File: src/hw/rtl/gwm_pkg.sv
`default_nettype none
package gwm_pkg;

	typedef enum logic [1:0] {
		CMD_PAT  = 2'd0,
		CMD_TXT  = 2'd1,
		CMD_EVAL = 2'd2,
		CMD_CLR  = 2'd3
	} gwm_cmd_t;

	typedef enum logic [1:0] {
		ST_NOMATCH  = 2'd0,
		ST_MATCH    = 2'd1,
		ST_UNCLOSED = 2'd2,
		ST_OVERFLOW = 2'd3
	} gwm_status_t;

	typedef enum logic [3:0] {
		M_IDLE,
		M_LOOP,
		M_DECODE,
		M_ESC,
		M_SCAN,
		M_CNEG,
		M_CFIRST,
		M_CDASH,
		M_CLAST,
		M_TAIL,
		M_TAILCHK
	} gwm_state_t;

	// finish report from the walker
	typedef struct packed {
		logic        done;
		gwm_status_t status;
	} gwm_res_t;

	localparam logic [7:0] CH_QUEST  = 8'h3F;
	localparam logic [7:0] CH_BSLASH = 8'h5C;
	localparam logic [7:0] CH_LBRK   = 8'h5B;
	localparam logic [7:0] CH_RBRK   = 8'h5D;
	localparam logic [7:0] CH_STAR   = 8'h2A;
	localparam logic [7:0] CH_BANG   = 8'h21;
	localparam logic [7:0] CH_DASH   = 8'h2D;

	// lower ASCII letters unless comparing exactly
	function automatic logic [7:0] fold(input logic [7:0] b, input logic cs);
		if (!cs && b >= 8'h41 && b <= 8'h5A) begin
			return b + 8'd32;
		end
		return b;
	endfunction

endpackage
`default_nettype wire

File: src/hw/rtl/gwm_buffers.sv
`default_nettype none
module gwm_buffers #(
	parameter int MAX_PATTERN = 64,
	parameter int MAX_TEXT    = 256,
	parameter int PA          = 6,
	parameter int TA          = 8
) (
	input  wire logic          clk,
	input  wire logic          pat_we,
	input  wire logic [PA-1:0] pat_waddr,
	input  wire logic [PA-1:0] pat_raddr,
	output logic      [7:0]    pat_rdata,
	input  wire logic          txt_we,
	input  wire logic [TA-1:0] txt_waddr,
	input  wire logic [TA-1:0] txt_raddr,
	output logic      [7:0]    txt_rdata,
	input  wire logic [7:0]    wdata
);

	logic [7:0] pat_mem [MAX_PATTERN];
	logic [7:0] txt_mem [MAX_TEXT];

	// pattern store, registered read
	always_ff @(posedge clk) begin
		if (pat_we) begin
			pat_mem[pat_waddr] <= wdata;
		end
		pat_rdata <= pat_mem[pat_raddr];
	end

	// text store, registered read
	always_ff @(posedge clk) begin
		if (txt_we) begin
			txt_mem[txt_waddr] <= wdata;
		end
		txt_rdata <= txt_mem[txt_raddr];
	end

endmodule
`default_nettype wire

File: src/hw/rtl/gwm_matcher.sv
`default_nettype none
module gwm_matcher #(
	parameter int PLW = 7,
	parameter int TLW = 9,
	parameter int PA  = 6,
	parameter int TA  = 8
) (
	input  wire logic            clk,
	input  wire logic            arst_n,
	input  wire logic            go,
	input  wire logic            cs,
	input  wire logic [PLW-1:0]  plen,
	input  wire logic [TLW-1:0]  tlen,
	input  wire logic [7:0]      pat_rdata,
	input  wire logic [7:0]      txt_rdata,
	output logic      [PA-1:0]   pat_raddr,
	output logic      [TA-1:0]   txt_raddr,
	output logic                 busy,
	output gwm_pkg::gwm_res_t    res
);
	import gwm_pkg::*;

	localparam int CIW = PLW + 1;

	gwm_state_t state_q, state_d;

	logic [PLW-1:0] pi_q, pi_d, spi_q, spi_d, end_q, end_d;
	logic [TLW-1:0] ti_q, ti_d, sti_q, sti_d;
	logic [CIW-1:0] ci_q, ci_d;
	logic           star_q, star_d, neg_q, neg_d, ok_q, ok_d;
	logic [7:0]     tc_q, tc_d, first_q, first_d;

	logic [7:0]     pd, td;
	logic [CIW-1:0] pi_x, lo_x, hi_x, plen_x, end1_x, raddr_x;
	logic           t_done, p_in, hit, plain_eq, esc_eq, cls_fin, cls_hit;

	assign pd      = fold(pat_rdata, cs);
	assign td      = fold(txt_rdata, cs);
	assign pi_x    = CIW'(pi_q);
	assign lo_x    = pi_x + CIW'(1);
	assign hi_x    = CIW'(end_q);
	assign plen_x  = CIW'(plen);
	assign end1_x  = hi_x + CIW'(1);
	assign t_done  = (ti_q >= tlen);
	assign p_in    = (pi_q < plen);
	assign plain_eq = (pd == td);
	assign esc_eq  = (pd == tc_q);
	assign hit     = neg_q ^ ok_q;
	// class walk ends: empty body or index reaches the closing bracket
	assign cls_fin = ((state_q == M_CNEG) && (lo_x >= hi_x))
		|| ((state_q == M_CFIRST) && (ci_q >= hi_x));
	assign cls_hit = (state_q == M_CFIRST) && hit;
	assign busy    = (state_q != M_IDLE);

	// mismatch: back off to the last star or fail
	logic miss;
	always_comb begin
		miss = 1'b0;
		case (state_q)
			M_LOOP:   miss = !t_done && !p_in;
			M_DECODE: begin
				if (pd == CH_BSLASH) begin
					miss = (lo_x >= plen_x);
				end else if (pd != CH_QUEST && pd != CH_LBRK && pd != CH_STAR) begin
					miss = !plain_eq;
				end
			end
			M_ESC:    miss = !esc_eq;
			M_CNEG,
			M_CFIRST: miss = cls_fin && !cls_hit;
			default:  miss = 1'b0;
		endcase
	end

	// next state
	always_comb begin
		state_d = state_q;
		case (state_q)
			M_IDLE: if (go) begin
				state_d = M_LOOP;
			end
			M_LOOP: begin
				if (t_done) state_d = M_TAIL;
				else if (p_in) state_d = M_DECODE;
			end
			M_DECODE: begin
				if (pd == CH_BSLASH) state_d = M_ESC;
				else if (pd == CH_LBRK) state_d = (lo_x >= plen_x) ? M_IDLE : M_SCAN;
				else state_d = M_LOOP;
			end
			M_ESC: state_d = M_LOOP;
			M_SCAN: begin
				if (pd == CH_RBRK) state_d = M_CNEG;
				else if (end1_x >= plen_x) state_d = M_IDLE;
			end
			M_CNEG: state_d = cls_fin ? M_LOOP : M_CFIRST;
			M_CFIRST: begin
				if (cls_fin) state_d = M_LOOP;
				else if (ci_q + CIW'(2) < hi_x) state_d = M_CDASH;
			end
			M_CDASH: state_d = (pd == CH_DASH) ? M_CLAST : M_CFIRST;
			M_CLAST: state_d = M_CFIRST;
			M_TAIL: state_d = p_in ? M_TAILCHK : M_IDLE;
			M_TAILCHK: state_d = (pd == CH_STAR) ? M_TAIL : M_IDLE;
			default: state_d = M_IDLE;
		endcase
		if (miss) begin
			state_d = star_q ? M_LOOP : M_IDLE;
		end
	end

	// datapath updates, read addresses and finish report
	always_comb begin
		pi_d = pi_q; ti_d = ti_q; spi_d = spi_q; sti_d = sti_q;
		end_d = end_q; ci_d = ci_q; star_d = star_q; neg_d = neg_q;
		ok_d = ok_q; tc_d = tc_q; first_d = first_q;
		raddr_x = '0;
		res.done = 1'b0;
		res.status = ST_NOMATCH;
		case (state_q)
			M_IDLE: if (go) begin
				pi_d = '0; ti_d = '0; star_d = 1'b0;
			end
			M_LOOP: raddr_x = pi_x;
			M_DECODE: begin
				tc_d = td;
				if (pd == CH_QUEST) begin
					pi_d = pi_q + PLW'(1); ti_d = ti_q + TLW'(1);
				end else if (pd == CH_BSLASH) begin
					pi_d = pi_q + PLW'(1);
					raddr_x = lo_x;
				end else if (pd == CH_LBRK) begin
					end_d = pi_q + PLW'(1);
					raddr_x = lo_x;
					if (lo_x >= plen_x) begin
						res.done = 1'b1; res.status = ST_UNCLOSED;
					end
				end else if (pd == CH_STAR) begin
					star_d = 1'b1; spi_d = pi_q; sti_d = ti_q;
					pi_d = pi_q + PLW'(1);
				end else if (plain_eq) begin
					pi_d = pi_q + PLW'(1); ti_d = ti_q + TLW'(1);
				end
			end
			M_ESC: if (esc_eq) begin
				pi_d = pi_q + PLW'(1); ti_d = ti_q + TLW'(1);
			end
			M_SCAN: begin
				if (pd == CH_RBRK) begin
					raddr_x = lo_x;
				end else begin
					end_d = end_q + PLW'(1);
					raddr_x = end1_x;
					if (end1_x >= plen_x) begin
						res.done = 1'b1; res.status = ST_UNCLOSED;
					end
				end
			end
			M_CNEG: begin
				ok_d = 1'b0;
				if (pd == CH_BANG) begin
					neg_d = 1'b1; ci_d = lo_x + CIW'(1); raddr_x = lo_x + CIW'(1);
				end else begin
					neg_d = 1'b0; ci_d = lo_x; raddr_x = lo_x;
				end
			end
			M_CFIRST: if (!cls_fin) begin
				first_d = pd;
				raddr_x = ci_q + CIW'(1);
				if (!(ci_q + CIW'(2) < hi_x)) begin
					ok_d = ok_q | (pd == tc_q);
					ci_d = ci_q + CIW'(1);
				end
			end
			M_CDASH: begin
				if (pd == CH_DASH) begin
					raddr_x = ci_q + CIW'(2);
				end else begin
					ok_d = ok_q | (first_q == tc_q);
					ci_d = ci_q + CIW'(1);
					raddr_x = ci_q + CIW'(1);
				end
			end
			M_CLAST: begin
				ok_d = ok_q | ((first_q <= tc_q) && (tc_q <= pd));
				ci_d = ci_q + CIW'(3);
				raddr_x = ci_q + CIW'(3);
			end
			M_TAIL: begin
				raddr_x = pi_x;
				if (!p_in) begin
					res.done = 1'b1; res.status = ST_MATCH;
				end
			end
			M_TAILCHK: begin
				if (pd == CH_STAR) begin
					pi_d = pi_q + PLW'(1);
				end else begin
					res.done = 1'b1; res.status = ST_NOMATCH;
				end
			end
			default: ;
		endcase
		// class accepted the byte: step past the closing bracket
		if (cls_fin && cls_hit) begin
			pi_d = end_q + PLW'(1); ti_d = ti_q + TLW'(1);
		end
		if (miss) begin
			if (star_q) begin
				sti_d = sti_q + TLW'(1);
				ti_d  = sti_q + TLW'(1);
				pi_d  = spi_q + PLW'(1);
			end else begin
				res.done = 1'b1; res.status = ST_NOMATCH;
			end
		end
	end

	assign pat_raddr = raddr_x[PA-1:0];
	assign txt_raddr = ti_q[TA-1:0];

	always_ff @(posedge clk or negedge arst_n) begin
		if (!arst_n) begin
			state_q <= M_IDLE;
		end else begin
			state_q <= state_d;
		end
	end

	always_ff @(posedge clk) begin
		pi_q <= pi_d; ti_q <= ti_d; spi_q <= spi_d; sti_q <= sti_d;
		end_q <= end_d; ci_q <= ci_d; star_q <= star_d; neg_q <= neg_d;
		ok_q <= ok_d; tc_q <= tc_d; first_q <= first_d;
	end

endmodule
`default_nettype wire

File: src/hw/rtl/glob_wildcard_matcher_unit.sv
// Channel  | Ports                          | Dir | Handshake
// ---------+--------------------------------+-----+--------------------------
// request  | start, command, data_byte      | in  | start & !busy
// result   | result_valid, match_status     | out | one-cycle strobe
// config   | cfg_wr_en, cfg_wr_data         | in  | write on cfg_wr_en
//
// Load, append and clear requests leave busy low.
// Evaluate: each plain pattern byte is read and then compared, an escape adds a read of
// the escaped byte; a class scans to its closing bracket, then walks its body bytes.
// Star backtracking repeats the walk: time grows with pattern times text length.
// Result strobes the cycle after the walk ends; overflow reports next cycle.
// Reset clears lengths, flags and sets exact comparison; the receiver cannot stall.
`default_nettype none
module glob_wildcard_matcher_unit #(
	parameter int MAX_PATTERN = 64,
	parameter int MAX_TEXT    = 256
) (
	input  wire logic       clk,
	input  wire logic       arst_n,
	input  wire logic       start,
	output logic            busy,
	input  wire logic [1:0] command,
	input  wire logic [7:0] data_byte,
	input  wire logic       cfg_wr_en,
	input  wire logic       cfg_wr_data,
	output logic            result_valid,
	output logic      [1:0] match_status
);
	import gwm_pkg::*;

	localparam int PLW = $clog2(MAX_PATTERN + 1);
	localparam int TLW = $clog2(MAX_TEXT + 1);
	localparam int PA  = (MAX_PATTERN > 1) ? $clog2(MAX_PATTERN) : 1;
	localparam int TA  = (MAX_TEXT > 1) ? $clog2(MAX_TEXT) : 1;

	logic [PLW-1:0] plen_q;
	logic [TLW-1:0] tlen_q;
	logic           povf_q, tovf_q, cs_q;
	logic           valid_q;
	gwm_status_t    status_q;

	logic           acc, pat_we, txt_we, go, ovf_eval;
	logic [PA-1:0]  pat_raddr;
	logic [TA-1:0]  txt_raddr;
	logic [7:0]     pat_rdata, txt_rdata;
	gwm_res_t       res;
	gwm_cmd_t       cmd;

	assign cmd      = gwm_cmd_t'(command);
	assign acc      = start && !busy;
	assign pat_we   = acc && (cmd == CMD_PAT) && (plen_q < PLW'(MAX_PATTERN));
	assign txt_we   = acc && (cmd == CMD_TXT) && (tlen_q < TLW'(MAX_TEXT));
	assign ovf_eval = acc && (cmd == CMD_EVAL) && (povf_q || tovf_q);
	assign go       = acc && (cmd == CMD_EVAL) && !(povf_q || tovf_q);

	gwm_buffers #(
		.MAX_PATTERN(MAX_PATTERN), .MAX_TEXT(MAX_TEXT), .PA(PA), .TA(TA)
	) u_buf (
		.clk       (clk),
		.pat_we    (pat_we),
		.pat_waddr (plen_q[PA-1:0]),
		.pat_raddr (pat_raddr),
		.pat_rdata (pat_rdata),
		.txt_we    (txt_we),
		.txt_waddr (tlen_q[TA-1:0]),
		.txt_raddr (txt_raddr),
		.txt_rdata (txt_rdata),
		.wdata     (data_byte)
	);

	gwm_matcher #(.PLW(PLW), .TLW(TLW), .PA(PA), .TA(TA)) u_match (
		.clk       (clk),
		.arst_n    (arst_n),
		.go        (go),
		.cs        (cs_q),
		.plen      (plen_q),
		.tlen      (tlen_q),
		.pat_rdata (pat_rdata),
		.txt_rdata (txt_rdata),
		.pat_raddr (pat_raddr),
		.txt_raddr (txt_raddr),
		.busy      (busy),
		.res       (res)
	);

	// buffer lengths, overflow flags and the case register
	always_ff @(posedge clk or negedge arst_n) begin
		if (!arst_n) begin
			plen_q <= '0; povf_q <= 1'b0;
			tlen_q <= '0; tovf_q <= 1'b0;
			cs_q   <= 1'b1;
		end else begin
			if (cfg_wr_en) cs_q <= cfg_wr_data;
			if (acc && cmd == CMD_PAT) begin
				if (pat_we) plen_q <= plen_q + PLW'(1);
				else povf_q <= 1'b1;
			end
			if (acc && cmd == CMD_TXT) begin
				if (txt_we) tlen_q <= tlen_q + TLW'(1);
				else tovf_q <= 1'b1;
			end
			if (acc && cmd == CMD_CLR) begin
				plen_q <= '0; povf_q <= 1'b0;
			end
			if (ovf_eval || res.done) begin
				tlen_q <= '0; tovf_q <= 1'b0;
			end
		end
	end

	// result strobe
	always_ff @(posedge clk or negedge arst_n) begin
		if (!arst_n) begin
			valid_q <= 1'b0;
		end else begin
			valid_q <= ovf_eval || res.done;
		end
	end

	always_ff @(posedge clk) begin
		status_q <= ovf_eval ? ST_OVERFLOW : res.status;
	end

	assign result_valid = valid_q;
	assign match_status = status_q;

`ifndef SYNTHESIS
	a_idle_on_result: assert property (@(posedge clk) disable iff (!arst_n)
		result_valid |-> !busy) else $error("result while walking");
	a_eval_progress: assert property (@(posedge clk) disable iff (!arst_n)
		(acc && cmd == CMD_EVAL) |=> (busy || result_valid))
		else $error("evaluate request lost");
	a_text_cleared: assert property (@(posedge clk) disable iff (!arst_n)
		result_valid |-> (tlen_q == '0 && !tovf_q)) else $error("text not cleared");
	a_len_bound: assert property (@(posedge clk) disable iff (!arst_n)
		(plen_q <= PLW'(MAX_PATTERN)) && (tlen_q <= TLW'(MAX_TEXT)))
		else $error("length past store depth");
`endif

endmodule
`default_nettype wire
File: config.mk
export PLATFORM = sky130hd
export DESIGN_NAME = glob_wildcard_matcher_unit
export DESIGN_NICKNAME = d
export VERILOG_FILES = /design/src/hw/rtl/gwm_pkg.sv /design/src/hw/rtl/gwm_buffers.sv /design/src/hw/rtl/gwm_matcher.sv /design/src/hw/rtl/glob_wildcard_matcher_unit.sv
export SDC_FILE = /design/constraint.sdc
export NUM_CORES = 2
export LEC_CHECK = 0
export ABC_AREA = 1
export BUFFER_PORTS_ARGS = -buffer_cell sky130_fd_sc_hd__buf_4
export CAP_MARGIN = 20
export CORE_MARGIN = 5
export CORE_UTILIZATION = 40
export CTS_CLUSTER_DIAMETER = 40
export DETAILED_ROUTE_END_ITERATION = 6
export PLACE_DENSITY = 0.51
export SYNTH_ARGS = -nofsm -noshare
export SYNTH_HDL_FRONTEND = slang
export SYNTH_SLANG_ARGS = --single-unit
File: constraint.sdc
create_clock -name clk -period 4.4 [get_ports clk]
set_input_delay 0.44 -clock clk [delete_from_list [all_inputs] [get_ports clk]]
set_output_delay 0.44 -clock clk [all_outputs]
set_load 0.01 [all_outputs]
Word level (Yosys, flattened, before mapping)
Memory sizes are Yosys's and may differ from the RTL's. A register that Yosys moved wholly into a read port is not among the register bits.
Cells that the tools add are included.
- memories: 2
- output and inout bits: 4
- bits in writable memories: 2560
- register bits: 92
- add/sub/neg operators: 15
- bitwise logic cells: 8
- order comparisons: 15
- reduce and logical (&&, ||, !) cells: 55
- equality and inequality tests: 42
- multiplexer cells: 111
- memories (name ; depth ; width ; rd ports ; clocked after memory_dff ; write ports ; line ; RTL):
    u_buf.txt_mem ; 256 ; 8 ; 1 ; 1 ; 1 ; gwm_buffers.sv:21 ; logic [7:0] txt_mem [MAX_TEXT];
    u_buf.pat_mem ; 64 ; 8 ; 1 ; 1 ; 1 ; gwm_buffers.sv:20 ; logic [7:0] pat_mem [MAX_PATTERN];
- operator list (kind ; number):
    $mux W9 ; 20
    $mux W7 ; 18
    $mux W8 ; 8
    $mux W4 ; 13
    $pmux W4 S11 ; 1
    $pmux W6 S7 ; 1
    $mux W3 ; 12
    $mux W6 ; 6
    $eq A8 B6 Y1 const B ; 4
    $ge A8 B7 Y1 ; 4
    $pmux W8 S4 ; 1
    $add A7 B1 Y7 const B ; 4
    $pmux W7 S4 ; 1
    $add A9 B1 Y9 const B ; 3
    $pmux W9 S3 ; 1
    $eq A8 B7 Y1 const B ; 3
    $eq A8 B8 Y1 ; 3
    $mux W1 ; 24
    $logic_and A1 B1 Y1 ; 22
    $add A7 B1 Y8 const B ; 2
    $add A8 B1 Y8 const B ; 2
    $add A8 B2 Y8 const B ; 2
    $add A8 B6 Y8 const B ; 2
    $eq A4 B3 Y1 const B ; 4
    38 further kinds ; 85

Logic depth before layout (Yosys ltp)
- depth in word-level cells: 15
- mapped depth: 28

Modules after synthesis
From an unflattened synthesis, not the netlist that was laid out.
- cell total of the unflattened synthesis: 9769
- area, all modules: 111978.6 µm²
- by module, submodules not included (module ; area an instance (µm²) ; seq. area each (µm²) ; times used ; cells each):
    gwm_buffers ; 103875.9 ; 77194.0 ; 1 ; 8596
    gwm_matcher ; 6982.9 ; 1831.8 ; 1 ; 1027
    glob_wildcard_matcher_unit ; 1119.8 ; 541.8 ; 1 ; 146

Least setup slack after synthesis
No wires, ideal clock.
- kind: reg-to-reg
- from: reg u_match.ti_q[0]
- to: reg u_match.sti_q[4]
- slack: 0.961 ns
- arrival time: 3.370 ns
- stages on the path, launching flop included: 24
- cells stage by stage: dfxtp_1 clkbuf_1 inv_1 buf_2 clkbuf_1 clkbuf_1 buf_1 ha_1 nand3_1 o211ai_1 nand3_1 nand2_1 nand3_1 nand2_1 a21oi_1 o21bai_1 nor3_1 nand2_1 o2111ai_2 nand2_1 inv_2 buf_2 nand3b_1 o21ai_1
- word-level cells in the longest chain between the ends: 5
- ends and longest elaborated chain (item ; line ; RTL):
    start, declared ; gwm_matcher.sv:28 ; logic [TLW-1:0] ti_q, ti_d, sti_q, sti_d;
    start signal, assigned ; gwm_matcher.sv:231 ; pi_q <= pi_d; ti_q <= ti_d; spi_q <= spi_d; sti_q <= sti_d;
    $ge A9 B9 Y1 ; gwm_matcher.sv:44 ; assign t_done = (ti_q >= tlen);
    $logic_not A1 Y1 ; gwm_matcher.sv:60 ; M_LOOP: miss = !t_done && !p_in;
    $logic_and A1 B1 Y1 ; gwm_matcher.sv:60 ;
    $pmux W1 S4 ; gwm_matcher.sv:59 ; case (state_q)
    $mux W9 ; gwm_matcher.sv:208 ; if (miss) begin
    named net u_match.sti_d[4] ; gwm_matcher.sv:28 ;
    end signal, assigned ; gwm_matcher.sv:231 ;
    end, declared ; gwm_matcher.sv:28 ;
The timed path passes the listed nets, and every way through them passes these cells.
A chain may end at the register's enable or synchronous reset.

Worst setup path after layout
- from: reg u_match.ti_q[0]
- to: reg tlen_q[3]
- word-level cells in the longest chain between the ends: 8
- ends and longest elaborated chain (item ; line ; RTL):
    $ge A9 B9 Y1 (*) ; gwm_matcher.sv:44 ;
    $logic_not A1 Y1 (*) ; gwm_matcher.sv:60 ;
    $logic_and A1 B1 Y1 (*) ; gwm_matcher.sv:60 ;
    $pmux W1 S4 (*) ; gwm_matcher.sv:59 ;
    $mux W3 (*) ; gwm_matcher.sv:208 ;
    $logic_or A1 B1 Y1 (*) ; glob_wildcard_matcher_unit.sv:105 ; if (ovf_eval || res.done) begin
    $reduce_bool A2 Y1 (no source line) ; - ;
    $reduce_and A2 Y1 (no source line) ; - ;
    end signal, assigned ; glob_wildcard_matcher_unit.sv:99 ; if (txt_we) tlen_q <= tlen_q + TLW'(1);
    end, declared ; glob_wildcard_matcher_unit.sv:37 ; logic [TLW-1:0] tlen_q;
Mark *: on every way between the ends. The rest lies on a longest branch, timed or not.

==> flow_summary.yaml <==
route:
  drcViolationCount: 0
  route.top_layer_used: "met5"
  avgViaCountPerCell: 5.71
  wl_met3_um: 23000
  vias: 76432
  firstDrtPassIters: 6
  wl_per_cell_um: 25.6
  ant_nets: 0
  drt_iter0_drc: 8488
  wl_met1_um: 149000
  wl_met2_um: 160000
  drt_wl_total_um: 342000
clock_tree:
  cts_root_buf: "clkbuf_16"
  clock_sinks: 2668
  cts_made_buffers: 414
  cts_tree: "done"
  htree_levels: 5
  path_clk_slew_ps: 50
  clock_latency_ps: 930
  cts_buffer_depth: 4
power:
  power_density_nw_per_um2: 636
  power_mw: 83.5
  p_int_mw: 55.8
  cellLeakagePower_nw: 44.5
  seqPwrFrac_pct: 34.5
  clkPwrFrac_pct: 40.4
  max-vdd-ir-drop_mv: 0.481
  p_sw_mw: 27.7
  p_sw_share_pct: 33.1
  pwr-share-comb_pct: 25.1
die:
  fp.dieW_um: 535
  die_y_um: 535
  initial_utilization_pct: 40.2
  rows: 192
  coreArea_um2: 274000
  dieArea_um2: 286000
  pin_count: 19
timing:
  min_period_ps: 4070
  skew_ps: 84.0
  relSlewSlack_pct: 23.7
  rsz0062_at_grt: "no"
  report.final.slew_viol_count: 0
  max_freq_mhz: 246
  tightest_slew_ps: 1140
  tns_ps: 0
  final.period_utilization_pct: 92.4
  setup_viol: 0
  hold_violations: 0
yosys:
  synth_seq_cells: 2668
  synth-async-reset-ratio_pct: 0.900
  synthDistinctLibCells: 57
  synth-edff-count: 2601
  syn_area_um2: 110000
  syn_avg_cell_area_um2: 12.0
  synth-seq-area-share_pct: 72.2
  synth_top_area_share_pct: 70.9
  yosysWarnings: 0
  ys.flop_type: "edfxtp_1"
  synth_top_cell_by_area: "edfxtp_1"
  synthTopCellsByArea: "edfxtp_1 (71%), nor2_1 (6.4%), o21ai_0 (6.2%)"
  syn-num-nets: 9262
  netlist_instances: 9165
setup_path:
  crit_slowest_cell: "dfxtp_4"
  start_kind: "flip-flop"
  slowest_delay_ps: 660
  cp_top_family: "simple AND/OR/NAND/NOR gates"
  critPathKind: "flip-flop to flip-flop"
  path_buf_inv: 1
  r2r_start: "u_match.ti_q[0]"
  worst-path-max-fanout: 42
  crit_top_cell: "nand2_1"
  endpoint_kind: "flip-flop"
  startpoint: "u_match.ti_q[0]"
  crit_required_ps: 5150
  crit_chain: "inv_8 > ha_1 > nand3_1 > o211ai_1 > nand3_1 > nand2_1 > nand3_1 > nand2_1 > a21oi_1 > o21bai_1 > nor3_1 > nand2_1 > o2111ai_2 > nand2_1 > nand2_1 > nor2_1 > nand2_1 > o21ai_0"
  crit_arrival_ps: 4820
grt:
  track_usage_pct: 23.2
  grt_antenna_before_repair: 10
  grt_overflow: 0
  grt_max_degree: 129
  grt_pass1_vias: 73373
  grt_pass1_wl_um: 503000
run_status:
  outcome: "finished, final reports clean"
cells_and_area:
  final_core_util_pct: 48.0
  drive_gt1_share_pct: 12.4
  syn_to_final_growth_pct: 19.2
  final_net_count: 9523
placed_design:
  io_buffers: 18
  gp_congestion: 0.897
  dpl.hpwl_um: 204000
job:
  maxCapViolations: 0
worst_hold_path:
  hold_path_class: "primary input to asynchronous set/reset pin"
cell usage after synthesis, types with 23 or more instances:
master    count
nor3_1       32
edfxtp_1   2601
buf_2       126
a21oi_1      69
xor2_1       27
o22ai_1     639
ha_1         82
dfxtp_1      43
nor2_1     1876
nand2_1     565
dfrtp_1      23
inv_1       205
clkbuf_1    470
nand3_1     816
o21ai_0    1369
o32ai_1      42
sequential cells by signal, summed over array words and instances, names as in the netlist, 8 cells and up:
register         flops
u_buf.txt_mem     2048
u_match.first_q      8
u_buf.pat_rdata      8
u_match.ci_q         8
u_match.tc_q         8
u_match.sti_q        9
u_match.ti_q         9
u_buf.pat_mem      512
u_buf.txt_rdata      8
tlen_q               9
logic make-up after synthesis:
logic type | after synthesis | synth area share (%)
AOI/OAI and AO/OA | 2190 | 11.0
xor gates and xnor gates | 35 | 0.278
adders and majority gates | 82 | 0.931
buffers and inverters | 841 | 3.02
DFF | 2668 | 72.2
and+or+nand+nor | 3349 | 12.6
layout make-up:
class | count | area, um^2
clock inverters | 306 | 3730
multi-input cells | 5656 | 27300
fillers | 24252 | 143000
clock buffers | 467 | 10700
well taps | 3589 | 4490
inverters | 222 | 858
diodes | 4 | 10.0
repair buffers | 464 | 4560
flip-flops and latches | 2668 | 79600
through the flow:
stage / setup slack, ps / cells / area (um^2) / hold WS (ps)
after floorplan: 961 / 9165 / 110000 / 144
after global placement: 349 / 12590 / 117000 / 435
after detailed placement: 285 / 12590 / 117000 / 437
after CTS: 247 / 13372 / 131000 / 12.5
after global routing: 1.35 / 13374 / 131000 / 43.2
final: 333 / 13376 / 131000 / 62.6
power groups by stage:
stage	Sequential [mW]	Combinational, mW	Clock, mW
final	28.8	21.0	33.7
after global routing	28.8	22.7	35.4
after CTS	28.8	20.9	34.2
after detailed placement	29.3	20.8	0
after global placement	29.3	20.8	0
after floorplan	29.0	12.1	0
metal layers:
metal	vias to the layer above	GRT usage [%]
li1	34388	-
met1	38459	33.3
met2	3022	36.9
met3	559	3.31
met4	4	6.78
met5	-	0
final timing paths:
| path | endpoint | depth (start not counted) | slack, ps |
|---|---|---|---|
| setup reg to reg | tlen_q[3] | 18 | 330 |
| hold reg to reg | povf_q | 2 | 480 |
| min in group clk | u_buf.txt_mem[104][4] | 1 | 80 |
| hold / removal | tlen_q[5] | 2 | 60 |
| max in group asynchronous | tlen_q[8] | 2 | 3940 |
| setup / recovery | tlen_q[3] | 18 | 330 |
cell usage in the layout (no fill, tap or decap), drive strengths merged, types with 33 or more instances in the layout:
cell type / instances
edfxtp: 2601
nor2: 1886
o21ai: 1379
nand3: 819
o22ai: 639
nand2: 569
clkbuf: 467
buf: 455
inv: 286
clkinv: 129
ha: 82
a21oi: 69
bufinv: 59
clkinvlp: 54
dfxtp: 43
o32ai: 42
nor3: 33
what timing repair did:
| item | CTS | global route |
|---|---|---|
| setup endpoints to repair | 0 | 8 |
| gates resized for setup | 0 | 3 |
| setup buffers | 0 | 0 |
| hold endpoints to repair | 42 | 0 |
| hold buffers | 9 | 0 |
worst reg2reg max path, stage by stage, from the launching register on:
cell,delay (ps)
dfxtp_4,660
inv_8,330
ha_1,370
nand3_1,80
o211ai_1,120
nand3_1,90
nand2_1,50
nand3_1,60
nand2_1,60
a21oi_1,520
o21bai_1,200
nor3_1,280
nand2_1,130
o2111ai_2,120
nand2_1,120
nand2_1,400
nor2_1,200
nand2_1,90
o21ai_0,70
Note: power is estimated with default switching activity, not from simulation.
